--- config.mk ---
export PLATFORM = sky130hd
export DESIGN_NAME = lru_cache_set
export DESIGN_NICKNAME = d
export VERILOG_FILES = /design/src/hw/rtl/lcs_pkg.sv /design/src/hw/rtl/lru_cache_set.sv
export SDC_FILE = /design/constraint.sdc
export NUM_CORES = 1
export LEC_CHECK = 0
export ABC_AREA = 1
export BUFFER_PORTS_ARGS = -buffer_cell sky130_fd_sc_hd__buf_2
export CORE_ASPECT_RATIO = 0.8
export CORE_UTILIZATION = 40
export DETAILED_ROUTE_END_ITERATION = 7
export HOLD_SLACK_MARGIN = 0.05
export PLACE_DENSITY = 0.55
export SETUP_SLACK_MARGIN = 0.1
export SLEW_MARGIN = 20
export SYNTH_ARGS = -nofsm -noshare
export SYNTH_HDL_FRONTEND = slang
export SYNTH_SLANG_ARGS = --single-unit
--- constraint.sdc ---
create_clock -name clk -period 4.9 [get_ports clk]
set_input_delay 0.98 -clock clk [delete_from_list [all_inputs] [get_ports clk]]
set_output_delay 0.98 -clock clk [all_outputs]
set_load 0.01 [all_outputs]
--- src/hw/rtl/lcs_pkg.sv ---
`default_nettype none

package lcs_pkg;

  // Request codes carried in the input tuser
  typedef enum logic [1:0] {
    REQ_INSERT = 2'd0,
    REQ_EVICT  = 2'd1,
    REQ_LOOKUP = 2'd2,
    REQ_REMOVE = 2'd3
  } req_t;

  // Fixed field widths at the ports
  localparam int unsigned CFG_W     = 4;
  localparam int unsigned IN_TAG_W  = 20;
  localparam int unsigned WAY_OUT_W = 3;
  localparam int unsigned IN_DATA_W = 24;
  localparam int unsigned IN_USER_W = 2;

  // Associativity after reset
  localparam logic [CFG_W-1:0] CAP_RESET = 4'd8;

  // Result transaction, packed from the lowest bit up: success, way, evicted_tag
  typedef struct packed {
    logic [IN_TAG_W-1:0]  evicted_tag;
    logic [WAY_OUT_W-1:0] way;
    logic                 success;
  } res_t;

endpackage

`default_nettype wire

--- src/hw/rtl/lru_cache_set.sv ---
`default_nettype none

// Channel | Direction  | Ports                   | Contents
// --------+------------+-------------------------+--------------------------------------
// in      | slave      | in_tvalid/tready/tdata  | tdata: tag[19:0], zero pad [23:20]
//         |            | in_tuser                | tuser: req_type[1:0]
// out     | master     | out_tvalid/tready/tdata | tdata: success[0], way[3:1],
//         |            |                         |        evicted_tag[23:4]
// cfg     | write only | cfg_wen/cfg_wdata       | ways_in_use[3:0]
//
// One transaction a cycle is sustained while the result is not stalled: an
// accepted request sits in the input register, then one pass of tag compare
// and rank update writes the result register. Reset (rst_n low at a clock edge)
// clears valid bits, ranks, line count and both stage valids; stored tags
// are left alone. A stalled result holds the input register, and the input
// side stays ready while only the result waits.

module lru_cache_set
  import lcs_pkg::*;
#(
  parameter int unsigned WAYS     = 8,
  parameter int unsigned TAG_BITS = 20
) (
  input  wire logic                 clk,
  input  wire logic                 rst_n,
  // configuration
  input  wire logic                 cfg_wen,
  input  wire logic [CFG_W-1:0]     cfg_wdata,     // ways_in_use
  // request stream
  input  wire logic                 in_tvalid,
  output logic                      in_tready,
  input  wire logic [IN_DATA_W-1:0] in_tdata,      // tag, zero pad
  input  wire logic [IN_USER_W-1:0] in_tuser,      // req_type
  // result stream
  output logic                      out_tvalid,
  input  wire logic                 out_tready,
  output logic [$bits(res_t)-1:0]   out_tdata      // success, way, evicted_tag
);

  localparam int unsigned RANK_W = $clog2(WAYS);
  localparam int unsigned CNT_W  = $clog2(WAYS + 1);
  localparam int unsigned CMP_W  = (CNT_W > CFG_W) ? CNT_W : CFG_W;

  // Set state
  logic [TAG_BITS-1:0] tag_r    [WAYS];
  logic [RANK_W-1:0]   rank_r   [WAYS];
  logic [RANK_W-1:0]   rank_nxt [WAYS];
  logic [WAYS-1:0]     valid_r, valid_nxt;
  logic [CNT_W-1:0]    line_count_r, line_count_nxt;
  logic [CFG_W-1:0]    ways_in_use_r;

  // Input register
  logic                s1_valid_r;
  req_t                s1_req_r;
  logic [TAG_BITS-1:0] s1_tag_r;

  // Result register
  logic out_tvalid_r;
  res_t out_data_r;

  logic advance, s1_fire;

  // Search results
  logic              hit_any, free_any, old_any;
  logic [RANK_W-1:0] hit_idx, free_idx, old_idx, drop_idx;
  logic [RANK_W-1:0] hit_rank, drop_rank, old_rank;
  logic [CMP_W-1:0]  cap, count_ext;
  logic              full;
  logic              do_promote, do_fill, do_drop;
  res_t              res;

  assign advance   = !out_tvalid_r || out_tready;
  assign s1_fire   = s1_valid_r && advance;
  assign in_tready = !s1_valid_r || advance;
  assign out_tvalid = out_tvalid_r;
  assign out_tdata  = out_data_r;

  // Capacity clamped to 1..WAYS
  always_comb begin
    cap = CMP_W'(ways_in_use_r);
    if (cap == '0) begin
      cap = CMP_W'(1);
    end else if (cap > CMP_W'(WAYS)) begin
      cap = CMP_W'(WAYS);
    end
    count_ext = CMP_W'(line_count_r);
    full      = (count_ext >= cap);
  end

  // Tag match, lowest free way, least recent way (rank count-1)
  always_comb begin
    hit_any  = 1'b0;
    free_any = 1'b0;
    old_any  = 1'b0;
    hit_idx  = '0;
    free_idx = '0;
    old_idx  = '0;
    old_rank = RANK_W'(line_count_r - 1'b1);
    for (int i = WAYS - 1; i >= 0; i--) begin
      if (valid_r[i] && (tag_r[i] == s1_tag_r)) begin
        hit_any = 1'b1;
        hit_idx = RANK_W'(i);
      end
      if (!valid_r[i]) begin
        free_any = 1'b1;
        free_idx = RANK_W'(i);
      end
      if (valid_r[i] && (rank_r[i] == old_rank)) begin
        old_any = 1'b1;
        old_idx = RANK_W'(i);
      end
    end
    drop_idx  = (s1_req_r == REQ_EVICT) ? old_idx : hit_idx;
    hit_rank  = rank_r[hit_idx];
    drop_rank = rank_r[drop_idx];
  end

  // Request decode and result
  always_comb begin
    res        = '0;
    do_promote = 1'b0;
    do_fill    = 1'b0;
    do_drop    = 1'b0;
    case (s1_req_r)
      REQ_INSERT: begin
        if (hit_any) begin
          do_promote  = 1'b1;
          res.success = 1'b1;
          res.way     = WAY_OUT_W'(hit_idx);
        end else if (!full && free_any) begin
          do_fill     = 1'b1;
          res.success = 1'b1;
          res.way     = WAY_OUT_W'(free_idx);
        end
      end
      REQ_EVICT: begin
        if (full && old_any) begin
          do_drop         = 1'b1;
          res.success     = 1'b1;
          res.way         = WAY_OUT_W'(old_idx);
          res.evicted_tag = IN_TAG_W'(tag_r[old_idx]);
        end
      end
      REQ_LOOKUP: begin
        if (hit_any) begin
          res.success = 1'b1;
          res.way     = WAY_OUT_W'(hit_idx);
        end
      end
      REQ_REMOVE: begin
        if (hit_any) begin
          do_drop     = 1'b1;
          res.success = 1'b1;
          res.way     = WAY_OUT_W'(hit_idx);
        end
      end
      default: ;
    endcase
  end

  // Recency and valid update
  always_comb begin
    valid_nxt      = valid_r;
    line_count_nxt = line_count_r;
    for (int i = 0; i < WAYS; i++) begin
      rank_nxt[i] = rank_r[i];
    end
    if (s1_fire && do_promote) begin
      // lines newer than the hit age by one
      for (int i = 0; i < WAYS; i++) begin
        if (valid_r[i] && (RANK_W'(i) != hit_idx) && (rank_r[i] < hit_rank)) begin
          rank_nxt[i] = rank_r[i] + 1'b1;
        end
      end
      rank_nxt[hit_idx] = '0;
    end else if (s1_fire && do_fill) begin
      for (int i = 0; i < WAYS; i++) begin
        if (valid_r[i]) begin
          rank_nxt[i] = rank_r[i] + 1'b1;
        end
      end
      valid_nxt[free_idx] = 1'b1;
      rank_nxt[free_idx]  = '0;
      line_count_nxt      = line_count_r + 1'b1;
    end else if (s1_fire && do_drop) begin
      // lines older than the dropped one move up
      for (int i = 0; i < WAYS; i++) begin
        if (valid_r[i] && (rank_r[i] > drop_rank)) begin
          rank_nxt[i] = rank_r[i] - 1'b1;
        end
      end
      valid_nxt[drop_idx] = 1'b0;
      rank_nxt[drop_idx]  = '0;
      line_count_nxt      = line_count_r - 1'b1;
    end
  end

  // Control and state registers
  always_ff @(posedge clk) begin
    if (!rst_n) begin
      s1_valid_r    <= 1'b0;
      out_tvalid_r  <= 1'b0;
      valid_r       <= '0;
      line_count_r  <= '0;
      ways_in_use_r <= CAP_RESET;
      for (int i = 0; i < WAYS; i++) begin
        rank_r[i] <= '0;
      end
    end else begin
      if (in_tready) begin
        s1_valid_r <= in_tvalid;
      end
      if (advance) begin
        out_tvalid_r <= s1_valid_r;
      end
      if (cfg_wen) begin
        ways_in_use_r <= cfg_wdata;
      end
      valid_r      <= valid_nxt;
      line_count_r <= line_count_nxt;
      for (int i = 0; i < WAYS; i++) begin
        rank_r[i] <= rank_nxt[i];
      end
    end
  end

  // Payload registers
  always_ff @(posedge clk) begin
    if (in_tvalid && in_tready) begin
      s1_req_r <= req_t'(in_tuser);
      s1_tag_r <= TAG_BITS'(in_tdata[IN_TAG_W-1:0]);
    end
    if (advance) begin
      out_data_r <= res;
    end
    if (s1_fire && do_fill) begin
      tag_r[free_idx] <= s1_tag_r;
    end
  end

  // Checks
  a_count_matches_valid: assert property (@(posedge clk) disable iff (!rst_n)
    CNT_W'($countones(valid_r)) == line_count_r)
    else $error("line count differs from number of valid ways");

  a_evict_shrinks: assert property (@(posedge clk) disable iff (!rst_n)
    (s1_fire && (s1_req_r == REQ_EVICT) && res.success)
      |=> (line_count_r == $past(line_count_r) - 1'b1))
    else $error("successful evict did not reduce the line count");

  a_fail_zero_fields: assert property (@(posedge clk) disable iff (!rst_n)
    (out_tvalid_r && !out_data_r.success)
      |-> ((out_data_r.way == '0) && (out_data_r.evicted_tag == '0)))
    else $error("failed request returned non-zero way or tag");

  a_fill_needs_room: assert property (@(posedge clk) disable iff (!rst_n)
    (s1_fire && do_fill) |-> (count_ext < cap))
    else $error("line filled into a full set");

endmodule

`default_nettype wire
Yosys cells after proc, flatten, opt, wreduce, memory -nomap -nowiden --
Memories as Yosys holds them, arrays and structs flattened. A register that Yosys moved wholly into a read port is not among the register bits. Index checks and enable logic that the tools add are counted.
Storage, ports and cells: register bits 44, memory bits (writable) 184, output and inout bits 26, logic and storage cells 333, memories kept 2
Memories:
- tag_r | words 8, width 20, read ports 9, clocked after Yosys merged registers in 1, wr ports 1, RTL line lru_cache_set.sv:45 | logic [TAG_BITS-1:0] tag_r [WAYS];
- rank_r | words 8, width 3, read ports 10, clocked after Yosys merged registers in 0, wr ports 8, RTL line lru_cache_set.sv:46 | logic [RANK_W-1:0] rank_r [WAYS];
Operators by class: add/subtract/negate cells 18, $lt $le $gt $ge 28, equal/unequal tests 26, mux-type cells 164, bitwise gates (word level) 21, reductions and logical operators 65
Operators by type and width (count):
- $mux 3 | 108
- $eq 20x20->1 | 8
- $and 24x24->24 | 3
- $mux 24 | 3
- $not 24->24 | 3
- $logic_and 1x1->1 | 52
- $mux 1 | 36
- $mux 4 | 8
- $demux 3 s3 | 3
- $add 3x1->3 const B | 8
- $eq 3x3->1 | 8
- $gt 3x3->1 | 8
- $lt 3x3->1 | 8
- $sub 3x1->3 const B | 8
- $mux 8 | 2
- $ge 4x4->1 const B | 3
- $lt 4x1->1 const B | 3
- $ne 3x3->1 const A | 4
- $not 3->4 | 3
- $pmux 4 s3 | 1
- $and 8x8->8 | 1
- $lt 3x4->1 const B | 2
- $not 8->8 | 1
- $or 1x1->1 | 8
- 21 further kinds | 30

Longest topological paths before layout --
Gate-level depths: netlist of the first run. An unclocked memory read counts as a cell.
word-level depth 24, depth in mapped cells 33, mapped depth without buffers 32

Worst setup path after synthesis of the first run --
No wires, ideal clock.
path kind reg2reg, start register line_count_r[0] (netlist: count_ext[0]), end memory rank_r[1][1] (netlist name), setup time 0.069 ns, arrival 4.673 ns, setup slack 0.158 ns, stages on the path, launching flop included 30, path buffers 2, cell sequence dfxtp_1 -> buf_2 -> inv_1 -> ha_1 -> buf_4 -> xnor2_1 -> or2_0 -> nor2_1 -> nand2_1 -> nand2_1 -> nand2_1 -> nand2_1 -> nand2_1 -> nand2_1 -> nand3_2 -> nand2_4 -> nor2_1 -> inv_1 -> o21ai_0 -> a2111oi_0 -> ha_1 -> inv_1 -> nor2_1 -> nor2_2 -> nand2_2 -> nand2_1 -> nand2_1 -> o21bai_1 -> nand2_1 -> a21oi_2
RTL lines:
- from (decl) | RTL line lru_cache_set.sv:49 | logic [CNT_W-1:0] line_count_r, line_count_nxt;
- from (signal assigned) | RTL line lru_cache_set.sv:220 | line_count_r <= line_count_nxt;
- to (decl) | RTL line lru_cache_set.sv:46

==> results of run 1 <==
## cells in the final DEF, fill, tap and decap left out, drive strengths merged, types with 8 or more instances in the layout
| master | count |
|---|---|
| a211oi | 8 |
| a21oi | 93 |
| buf | 173 |
| clkbuf | 33 |
| clkinv | 17 |
| dfxtp | 42 |
| edfxtp | 206 |
| ha | 54 |
| inv | 279 |
| nand2 | 738 |
| nand3 | 121 |
| nand4 | 36 |
| nor2 | 382 |
| nor3 | 8 |
| o2111ai | 8 |
| o211ai | 41 |
| o21ai | 169 |
| o31ai | 31 |
| o32ai | 9 |
| xnor2 | 29 |
| xor2 | 44 |
## cell type report
cell class	count	area (um^2)
clock inverter	22	300
tap	595	744
sequential	248	7030
timing repair buffer	173	1220
clock buffer	33	783
multi-input combinational	1822	9400
fill	4415	22900
inverter	285	1090
## what timing repair did
| action | CTS | global route |
|---|---|---|
| setup buffers | 0 | 35 |
| endpoints found under the setup margin | 0 | 24 |
| resized for setup | 0 | 45 |
## logic make-up after synthesis
kind of cell             synth area share (%)
AO/OA/AOI/OAI                            13.3
XOR/XNOR                                 3.60
adder cells (fa/ha/maj)                  3.80
buffers and inverters                    8.53
flip-flops                               39.6
AND/OR/NAND/NOR                          31.2
## final timing paths
kind / start / end
setup / recovery: s1_tag_r[9] / rank_r[6][0]
hold / removal: count_ext[3] / count_ext[3]
setup reg to reg: s1_tag_r[9] / rank_r[6][0]
hold reg to reg: count_ext[3] / count_ext[3]
## registers in the layout, indices dropped and copies added, names as in the netlist
name           cells
s1_tag_r          20
ways_in_use_r      4
s1_req_r           2
rank_r            24
out_tdata         24
tag_r            160
valid_r            8
out_tvalid         1
s1_valid_r         1
count_ext          4
## worst register-to-register path, stage by stage (launching register included)
cell and delay, ns:
sky130_fd_sc_hd__edfxtp_1 0.41, sky130_fd_sc_hd__clkinvlp_4 0.28, sky130_fd_sc_hd__buf_4 0.23, sky130_fd_sc_hd__buf_4 0.14, sky130_fd_sc_hd__a21oi_1 0.12, sky130_fd_sc_hd__nand3_1 0.11, sky130_fd_sc_hd__nor2_2 0.15, sky130_fd_sc_hd__nand3_4 0.17
sky130_fd_sc_hd__nand2_2 0.15, sky130_fd_sc_hd__inv_1 0.06, sky130_fd_sc_hd__nand2_2 0.12, sky130_fd_sc_hd__inv_1 0.11, sky130_fd_sc_hd__a21oi_2 0.19, sky130_fd_sc_hd__inv_1 0.10, sky130_fd_sc_hd__o22ai_1 0.16, sky130_fd_sc_hd__a21oi_1 0.08
sky130_fd_sc_hd__a31oi_2 0.26, sky130_fd_sc_hd__buf_4 0.17, sky130_fd_sc_hd__ha_1 0.24, sky130_fd_sc_hd__a2111oi_0 0.38, sky130_fd_sc_hd__nand2_1 0.22, sky130_fd_sc_hd__buf_4 0.19, sky130_fd_sc_hd__xor2_1 0.13, sky130_fd_sc_hd__a21oi_1 0.18
sky130_fd_sc_hd__a21oi_2 0.07
## per-layer routing
metal	wire length [um]	vias to the layer above	part of all wire, %	track usage, %
met1	32200	8212	48	46.0
li1	-	8297	-	-
met2	26900	855	40	41.3
met5	0	-	0	0
met4	1240	0	1.9	6.55
met3	6370	83	9.5	4.68
## through the flow
step | utilization, % | cell area [um^2] | setup WS (ns) | cells | total power (uW)
floorplan | - | 17800 | 0.158 | 2437 | 2600
global placement | 43.8 | 19000 | 0.232 | 3088 | 2760
detailed placement | 43.8 | 19000 | 0.213 | 3088 | 2760
CTS | 46.3 | 20100 | 0.194 | 3143 | 5240
global route | 47.3 | 20600 | 0.0991 | 3178 | 5390
finish | 47.3 | 20600 | 0.351 | 3178 | 5240
## where the power goes
| part | switching, uW | leakage [uW] | internal, uW | total, uW |
|---|---|---|---|---|
| registers | 17.4 | 0.00228 | 2310 | 2330 |
| clock network | 978 | 0.000526 | 1520 | 2500 |
| logic | 294 | 0.00661 | 123 | 417 |
| total | 1290 | 0.00942 | 3950 | 5240 |
==> summary.md, run 1 <==
• Worst Path Arrival: 5.00 ns
• row count: 68
• Achievable Freq: 220 MHz
• worst-path fanout max: 8
• detailed-route via count: 17400
• top post-synthesis cells by area: sky130_fd_sc_hd__edfxtp_1 (35%), sky130_fd_sc_hd__nand2_1 (15%), sky130_fd_sc_hd__nor2_1 (7.4%), sky130_fd_sc_hd__inv_1 (5.4%), sky130_fd_sc_hd__dfxtp_1 (4.7%)
• count of endpoints failing hold in the final timing report: 0
• fraction of final layout cells with drive strength greater than 1: 15.3%
• via count of the first global-routing pass: 15900
• synthesis-stage register bit count: 248
• nets in the synthesized netlist: 2526
• highest-delay cell along the critical path: sky130_fd_sc_hd__edfxtp_1
• sequential cell area fraction in the yosys report: 39.6%
• quantity of I/O buffers inserted on ports: 56
• leakage power: 0.00942 uW
• count of warnings emitted by yosys: 0
• power density cells: 255 mW/mm^2
• synthesized area: 0.0178 mm^2
• DRT Pass-1 Iters: 6
• dominant delay contributor by cell family on the critical path: compound AO/OA/AOI/OAI gates
• area growth from synthesis to layout: 15.8%
• worst hold path cell count: 2
• CP Data Required Time: 5.35 ns
• most used standard cell by instance count after synthesis: sky130_fd_sc_hd__nand2_1
• Ports: 61
• total wire length after detailed routing: 66700 um
• share of synthesized flip-flops with an asynchronous set or reset: 0%
• Hold Worst Slack: 0.530 ns
• R2R depth: 24
• total CTS buffers: 30
• number of violations reported at the end of detailed-routing iteration 0: 2150
• Min Clock Period, post-route: 4.55 ns
• number of slew-limit violations in the final report: 0
• width of the die: 238 um
• most instantiated cells after synthesis: sky130_fd_sc_hd__nand2_1 (694), sky130_fd_sc_hd__nor2_1 (352), sky130_fd_sc_hd__inv_1 (257)
• CTS Hold Bufs: 0
• setup repair after global routing missed its margin: true
• Core Region: 0.0435 mm^2
• antenna violations before repair: 1
• post-DR wirelength/cell: 21.0 um
• share of the clock period used by the worst path after layout: 92.8%
• Critical Setup Path Class: reg2reg
• Critical Path Max Stage Delay: 0.41 ns
• total congestion overflow after global routing: 0
• residual DRC count: 0
• count of max-cap constraint violations: 0
• slew at the pin closest to its max-slew limit: 1.05 ns
• maximum vdd drop: 0.245 mV
• Initial Util: 40.8%
• status: completed
• EDFF count, synth: 206
• maximum number of pins on one net before global-route repair: 57
• Total Die Area: 0.0452 mm^2
• Yosys top cell area share: 34.8%
• buffer cell driving the clock tree root: sky130_fd_sc_hd__clkbuf_16
• worst setup skew after layout: 0.0169 ns
• Buf+Inv Stages, Crit Path: 8
• largest area contributor in the synthesized netlist: sky130_fd_sc_hd__edfxtp_1
• height of the chip: 190 um
• final-stage net count: 2649
• Synth Flop Type: sky130_fd_sc_hd__edfxtp_1
• count of distinct cell types in the synthesized netlist: 58
• Final Wtd Congestion: 1.03
• final sum of negative setup slack: 0 ns
• cell chain of the critical path: clkinvlp_4 -> buf_4 -> buf_4 -> a21oi_1 -> nand3_1 -> nor2_2 -> nand3_4 -> nand2_2 -> inv_1 -> nand2_2 -> inv_1 -> a21oi_2 -> inv_1 -> o22ai_1 -> a21oi_1 -> a31oi_2 -> buf_4 -> ha_1 -> a2111oi_0 -> nand2_1 -> buf_4 -> xor2_1 -> a21oi_1 -> a21oi_2
• Min-Delay Path Class: reg2reg
• number of H-tree levels: 1
• all-layer global routing usage: 29.3%
• later-pin clock latency in the skew report: 0.59 ns
• CTS clock-pin slew for the worst setup and hold paths: 0.07 ns
• number of antenna-violating nets in the routed design: 0
• Gate Count Post-Synth: 2437
• crit path launch type: flop
• most used cell, CP: sky130_fd_sc_hd__buf_4
• maximum count of clock buffers along a single path: 3
• post-synthesis area per instance: 7.29 um^2
• vias per std cell: 5.49
• final antenna diode count: 0
• half-perimeter wire length of the detailed placement result: 50400 um
• Setup-failing EPs final: 0
• category of the worst setup path capture point: flop
• number of cells on the critical path: 24
• clock tree from TritonCTS: done
• wire length of the first global-routing pass: 99300 um
• reg-to-reg setup timing slack: 0.35 ns
• remaining max-slew budget at the tightest pin: 29.3%
• total clock sinks: 248
(Power assumes the default switching activity.)
==> run 2: changes to the inputs <==
--- a/config.mk
+++ b/config.mk
@@ -12,6 +12,7 @@
 export DETAILED_ROUTE_END_ITERATION = 7
 export HOLD_SLACK_MARGIN = 0.05
 export PLACE_DENSITY = 0.55
+export RECOVER_POWER = 25
 export SETUP_SLACK_MARGIN = 0.1
 export SLEW_MARGIN = 20
 export SYNTH_ARGS = -nofsm -noshare
==> run 2 against run 1 <==
Critical path depth grew 6. Utilization about the same. Clock-buffer cell count did not move. Sequential share of layout area about the same. Setup slack got worse by 0.065 ns. Global-route usage unchanged. Fmax is 1.4% lower. Via count shrank 0.14%. Clock power about the same.
==> summary.md, run 2 (same netlist as run 1, synthesis figures left out) <==
• status: completed
• power density cells: 255 mW/mm^2, about the same
• total CTS buffers: 30, unchanged
• DRT Pass-1 Iters: 7, +1
• final antenna diode count: 0, unchanged
• number of H-tree levels: 1, unchanged
• reg-to-reg setup timing slack: 0.29 ns, -0.07 ns
• share of the clock period used by the worst path after layout: 94.2%, +1.3 points
• crit path launch type: flop
• count of max-cap constraint violations: 0, unchanged
• Core Region: 0.0435 mm^2, unchanged
• Initial Util: 40.8%, unchanged
• Largest register FFs: 160, unchanged
• area growth from synthesis to layout: 15.7%, about the same
• min setup slack post-route: 0.286 ns, -0.0653 ns
• clock tree from TritonCTS: done
• total clock sinks: 248, unchanged
• maximum count of clock buffers along a single path: 3, unchanged
• vias per std cell: 5.48, -0.14%
• count of endpoints failing hold in the final timing report: 0, unchanged
• worst setup skew after layout: 0.0181 ns, +0.00118 ns
• CP Data Required Time: 5.40 ns, +0.05 ns
• slew at the pin closest to its max-slew limit: 1.05 ns, -0.000374 ns
• Worst Path Arrival: 5.12 ns, +0.12 ns
• wire length of the first global-routing pass: 99300 um, unchanged
• maximum number of pins on one net before global-route repair: 57, unchanged
• most common cell after layout, fill and taps aside: sky130_fd_sc_hd__nand2_1
• detailed-route via count: 17400, -0.14%
• most used cells in the layout excluding fill and tap cells: sky130_fd_sc_hd__nand2_1 (686), sky130_fd_sc_hd__nor2_1 (336), sky130_fd_sc_hd__inv_1 (253), sky130_fd_sc_hd__edfxtp_1 (206), sky130_fd_sc_hd__o21ai_0 (127)
• Buf+Inv Stages, Crit Path: 5, -3
• post-DR wirelength/cell: 21.0 um, about the same
• Filler Cells Inserted: 4425, +0.23%
• dominant delay contributor by cell family on the critical path: simple AND/OR/NAND/NOR gates
• later-pin clock latency in the skew report: 0.59 ns, about the same
• row count: 68, unchanged
• combined area of the multi-input logic cells: 0.00940 mm^2, unchanged
• number of violations reported at the end of detailed-routing iteration 0: 2146, -0.19%
• setup repair after global routing missed its margin: true
• CTS Hold Bufs: 0, unchanged
• number of slew-limit violations in the final report: 0, unchanged
• Min Clock Period, post-route: 4.61 ns, +0.0653 ns
• all-layer global routing usage: 29.3%, unchanged
• Hold Worst Slack: 0.530 ns, -0.00000400 ns
• worst-path fanout max: 10, +2
• number of antenna-violating nets in the routed design: 0, unchanged
• largest register by flop count: tag_r
• worst hold path cell count: 2, unchanged
• CP Launch Point: s1_tag_r[14]
• Total Die Area: 0.0452 mm^2, unchanged
• Critical Path Max Stage Delay: 0.41 ns, about the same
• critical register-to-register path startpoint: s1_tag_r[14]
• total congestion overflow after global routing: 0, unchanged
• number of cells on the critical path: 30, +25%
• CTS clock-pin slew for the worst setup and hold paths: 0.06 ns, about the same
• leakage power: 0.00940 uW, -0.21%
• Critical Setup Path Class: reg2reg
• via count of the first global-routing pass: 15900, unchanged
• final sum of negative setup slack: 0 ns, unchanged
• quantity of I/O buffers inserted on ports: 56, unchanged
• Achievable Freq: 217 MHz, -1.4%
• R2R depth: 30, +25%
• Ports: 61, unchanged
• half-perimeter wire length of the detailed placement result: 50400 um, unchanged
• capture point of the worst path: rank_r[5][0]
• highest-delay cell along the critical path: sky130_fd_sc_hd__xor2_1
• Final Wtd Congestion: 1.03, unchanged
• Min-Delay Path Class: reg2reg
• remaining max-slew budget at the tightest pin: 29.4%, about the same
• total wire length after detailed routing: 66600 um, about the same
• Setup-failing EPs final: 0, unchanged
• end of the worst register-to-register path: rank_r[5][0]
• height of the chip: 190 um, unchanged
• buffer cell driving the clock tree root: sky130_fd_sc_hd__clkbuf_16
• worst setup timing slack at the placement stage: 0.213 ns, unchanged
• category of the worst setup path capture point: flop
• width of the die: 238 um, unchanged
• final-stage net count: 2649, unchanged
• sequential standard cell area: 0.00703 mm^2, unchanged
• antenna violations before repair: 1, unchanged
• maximum vdd drop: 0.245 mV, about the same
• fraction of final layout cells with drive strength greater than 1: 15.1%, -0.23 points
• residual DRC count: 0, unchanged
==> run 2: final cells by class <==
type | count | area share, %
clock buffer | 33 | 3.81
timing repair buffer | 173 | 5.83
multi-input combinational | 1822 | 45.8
tap | 595 | 3.62
clock inverter | 22 | 1.46
inverter | 285 | 5.29
sequential | 248 | 34.2
==> run 2: worst reg2reg max path, delay by kind of cell, from the launching register on <==
kind / cells / cell delay (ns)
xor+xnor: 1 / 0.42
simple gates: 20 / 2.24
compound gates: 3 / 0.35
flops: 1 / 0.39
fa+ha+maj: 1 / 0.25
buf+inv: 5 / 0.90
==> run 2: worst min-delay path by stage <==
stage / start / slack (ns) / to
2_1_floorplan: ways_in_use_r[1] / 0.48 / ways_in_use_r[1]
3_3_place_gp: ways_in_use_r[1] / 0.51 / ways_in_use_r[1]
3_5_place_dp: ways_in_use_r[1] / 0.52 / ways_in_use_r[1]
4_1_cts: ways_in_use_r[2] / 0.54 / ways_in_use_r[2]
5_1_grt: in_tdata[7] / 0.55 / s1_tag_r[7]
6_report: count_ext[3] / 0.53 / count_ext[3]
==> run 2: layer usage <==
metal | up-vias | wire length, um | global-route usage, %
met5 | - | 0 | 0
met1 | 8177 | 32000 | 46.0
met2 | 865 | 26800 | 41.3
li1 | 8297 | - | -
met4 | 0 | 1260 | 6.55
met3 | 84 | 6530 | 4.68
==> run 2: where the power goes <==
group / switching, uW / total [uW] / internal [uW]
logic: 294 / 415 / 121
registers: 17.2 / 2330 / 2310
clock network: 979 / 2500 / 1520
==> run 2: stage by stage <==
step                      util (%)  cell area [um^2]  cells  power (uW)
after floorplan                  -             17800   2437        2600
after global placement        43.8             19000   3088        2760
after detailed placement      43.8             19000   3088        2760
after CTS                     46.3             20100   3143        5240
after global routing          47.3             20500   3178        5390
final                         47.3             20500   3178        5240
==> run 2: timing repair <==
item,4_1_cts,5_1_grt
setup buffers,0,35
gates resized for setup,0,45
setup endpoints to repair,0,24
==> run 3: changes to the inputs <==
--- a/config.mk
+++ b/config.mk
@@ -11,7 +11,6 @@
 export CORE_UTILIZATION = 40
 export DETAILED_ROUTE_END_ITERATION = 7
 export HOLD_SLACK_MARGIN = 0.05
-export PLACE_DENSITY = 0.55
 export RECOVER_POWER = 25
 export SETUP_SLACK_MARGIN = 0.1
 export SLEW_MARGIN = 20
==> run 3 against run 2 <==
Via count shrank 0.63%. Setup slack worse by 0.024 ns. Critical path type unchanged. Utilization fell by 0.54 points. Worst hold slack got worse by 0.013 ns. Sequential power about the same. Combinational power shrank 1%. Critical endpoint is now rank_r[6][0]. Die area stayed put. Global-route usage is essentially flat. Final cell count shrank 0.47%.
==> summary.md, run 3 (same netlist as run 1, synthesis figures left out) <==
• status: completed
• combinational share of power: 8.1%, +0.2 points
• maximum count of clock buffers along a single path: 3, unchanged
• final antenna diode count: 0, unchanged
• worst-path fanout max: 8, -2
• number of H-tree levels: 1, unchanged
• quantity of I/O buffers inserted on ports: 56, unchanged
• area growth from synthesis to layout: 14.4%
• share of the clock period used by the worst path after layout: 94.7%, +0.49 points
• cell chain of the critical path: buf_4 -> or2_1 -> nand2_1 -> nand3_1 -> nor2_1 -> nand3_1 -> a31o_2 -> nand2_1 -> inv_1 -> a21oi_4 -> inv_1 -> o22ai_1 -> a21oi_1 -> a31oi_1 -> buf_4 -> ha_1 -> a2111oi_1 -> nand2_1 -> buf_4 -> xor2_1 -> a21oi_1 -> a21oi_2
• CP Launch Point: s1_tag_r[8]
• Min Clock Period, post-route: 4.64 ns, +0.0240 ns
• proportion of power drawn by the clock network: 45.8%, -1.9 points
• remaining max-slew budget at the tightest pin: 36.5%, +7.2 points
• count of endpoints failing hold in the final timing report: 0, unchanged
• Worst Path Arrival: 5.09 ns, -0.03 ns
• total congestion overflow after global routing: 0, unchanged
• leakage power: 0.00928 uW, -1.2%
• vias per std cell: 5.47, -0.15%
• count of max-cap constraint violations: 0, unchanged
• maximum vdd drop: 0.231 mV, -5.4%
• Setup-failing EPs final: 0, unchanged
• Total Die Area: 0.0452 mm^2, unchanged
• power density cells: 248 mW/mm^2, -2.6%
• total clock sinks: 248, unchanged
• Initial Util: 40.8%, unchanged
• Min-Delay Path Class: reg2reg
• Largest register FFs: 160, unchanged
• half-perimeter wire length of the detailed placement result: 50800 um, +0.96%
• CTS clock-pin slew for the worst setup and hold paths: 0.06 ns, about the same
• slew at the pin closest to its max-slew limit: 0.951 ns, -0.0956 ns
• row count: 68, unchanged
• crit path launch type: flop
• Critical Setup Path Class: reg2reg
• setup repair after global routing missed its margin: true
• most used cells in the layout excluding fill and tap cells: sky130_fd_sc_hd__nand2_1 (690), sky130_fd_sc_hd__nor2_1 (337), sky130_fd_sc_hd__inv_1 (252), sky130_fd_sc_hd__edfxtp_1 (206), sky130_fd_sc_hd__o21ai_0 (127)
• height of the chip: 190 um, unchanged
• post-DR wirelength/cell: 21.0 um, +0.36%
• switching power total: 1280 uW, -0.85%
• Achievable Freq: 216 MHz, -0.52%
• via count of the first global-routing pass: 15900, -0.46%
• Int Power: 3770 uW, -4.6%
• DRT Pass-1 Iters: 6, -1
• Min-Delay Startpoint: s1_tag_r[2]
• final-stage net count: 2635, -0.53%
• number of violations reported at the end of detailed-routing iteration 0: 1881, -12%
• largest register by flop count: tag_r
• number of slew-limit violations in the final report: 0, unchanged
• worst setup skew after layout: 0.0179 ns, -0.000154 ns
• share of total power consumed by net switching: 25.3%, +0.72 points
• final design utilization: 46.7%, -0.54 points
• fraction of final layout cells with drive strength greater than 1: 14.4%, -0.65 points
• category of the worst setup path capture point: flop
• buffer cell driving the clock tree root: sky130_fd_sc_hd__clkbuf_16
• reg-to-reg setup timing slack: 0.26 ns, -0.02 ns
• Final Wtd Congestion: 1.00, -2.4%
• clock tree from TritonCTS: done
• later-pin clock latency in the skew report: 0.59 ns, about the same
• antenna violations before repair: 0, -1
• number of antenna-violating nets in the routed design: 0, unchanged
• width of the die: 238 um, unchanged
• critical register-to-register path startpoint: s1_tag_r[8]
• share of power burned in registers: 46.1%, +1.7 points
• wire length of the first global-routing pass: 99200 um, -0.11%
• Critical Path Max Stage Delay: 0.54 ns, +0.13 ns
• highest-delay cell along the critical path: sky130_fd_sc_hd__edfxtp_1
• maximum number of pins on one net before global-route repair: 56, -1.8%
• total CTS buffers: 29, -3.3%
• most common cell after layout, fill and taps aside: sky130_fd_sc_hd__nand2_1
• all-layer global routing usage: 29.3%, about the same
• residual DRC count: 0, unchanged
• detailed-route via count: 17300, -0.63%
• total wire length after detailed routing: 66500 um, -0.12%
• final sum of negative setup slack: 0 ns, unchanged
• Ports: 61, unchanged
• Core Region: 0.0435 mm^2, unchanged
• CP Data Required Time: 5.35 ns, -0.05 ns
run 3: changes by cell type in the layout (fill, tap and decap cells not counted), moves of 4 or more:
| cell | change |
|---|---|
| sky130_fd_sc_hd__buf_4 | -10 |
| sky130_fd_sc_hd__inv_2 | +5 |
| sky130_fd_sc_hd__inv_4 | -4 |
| sky130_fd_sc_hd__nand2_1 | +4 |
| sky130_fd_sc_hd__nand2_2 | -4 |
run 3: critical path, delay by kind of cell (launching register included):
family / cells / cell delay, ns
buf+inv: 5 / 0.89
simple gates: 7 / 1.15
fa+ha+maj: 1 / 0.27
flops: 1 / 0.54
compound gates: 8 / 1.49
xor+xnor: 1 / 0.13
run 3: timing repair:
item / 4_1_cts / 5_1_grt
setup endpoints to repair: 0 / 24
hold buffers: 0 / 0
setup buffers: 0 / 11
resized for setup: 0 / 37
run 3: final timing paths:
kind,end,cells after the start
worst min-delay path,tag_r[1][2],0
worst min register to register,tag_r[1][2],0
worst max register to register,rank_r[6][0],22
worst max-delay path,rank_r[6][0],22
run 3: power by group through the flow:
stage	clock network (uW)	registers [uW]	logic (uW)
after floorplan	0	2380	224
after global placement	0	2370	393
after detailed placement	0	2370	394
after CTS	2330	2330	396
after global routing	2400	2330	445
final	2310	2330	409
run 3: per-layer routing:
layer  up-vias  GRT usage [%]  share of wire (%)
li1       8248              -                  -
met1      8140           45.6                 48
met2       840           42.1                 40
met3        86           4.73                 10
met4         0           5.88                2.1
met5         -              0                  0
run 3: area by class of cell:
| cell class | count | area, um^2 |
|---|---|---|
| tap | 595 | 744 |
| clock buffer | 36 | 782 |
| timing repair buffer | 160 | 1100 |
| clock inverter | 17 | 199 |
| multi-input combinational | 1822 | 9380 |
| inverter | 285 | 1080 |
| fill | 4339 | 23200 |
| sequential | 248 | 7030 |
run 3: through the flow:
stage / std cells / hold WS [ns] / worst slack (ns) / power, uW / instance area, um^2
floorplan: 2437 / 0.480 / 0.158 / 2600 / 17800
global placement: 3099 / 0.486 / 0.388 / 2760 / 19100
detailed placement: 3099 / 0.509 / 0.311 / 2770 / 19100
CTS: 3152 / 0.524 / 0.296 / 5060 / 20100
global route: 3163 / 0.531 / 0.0542 / 5180 / 20300
finish: 3163 / 0.518 / 0.262 / 5050 / 20300
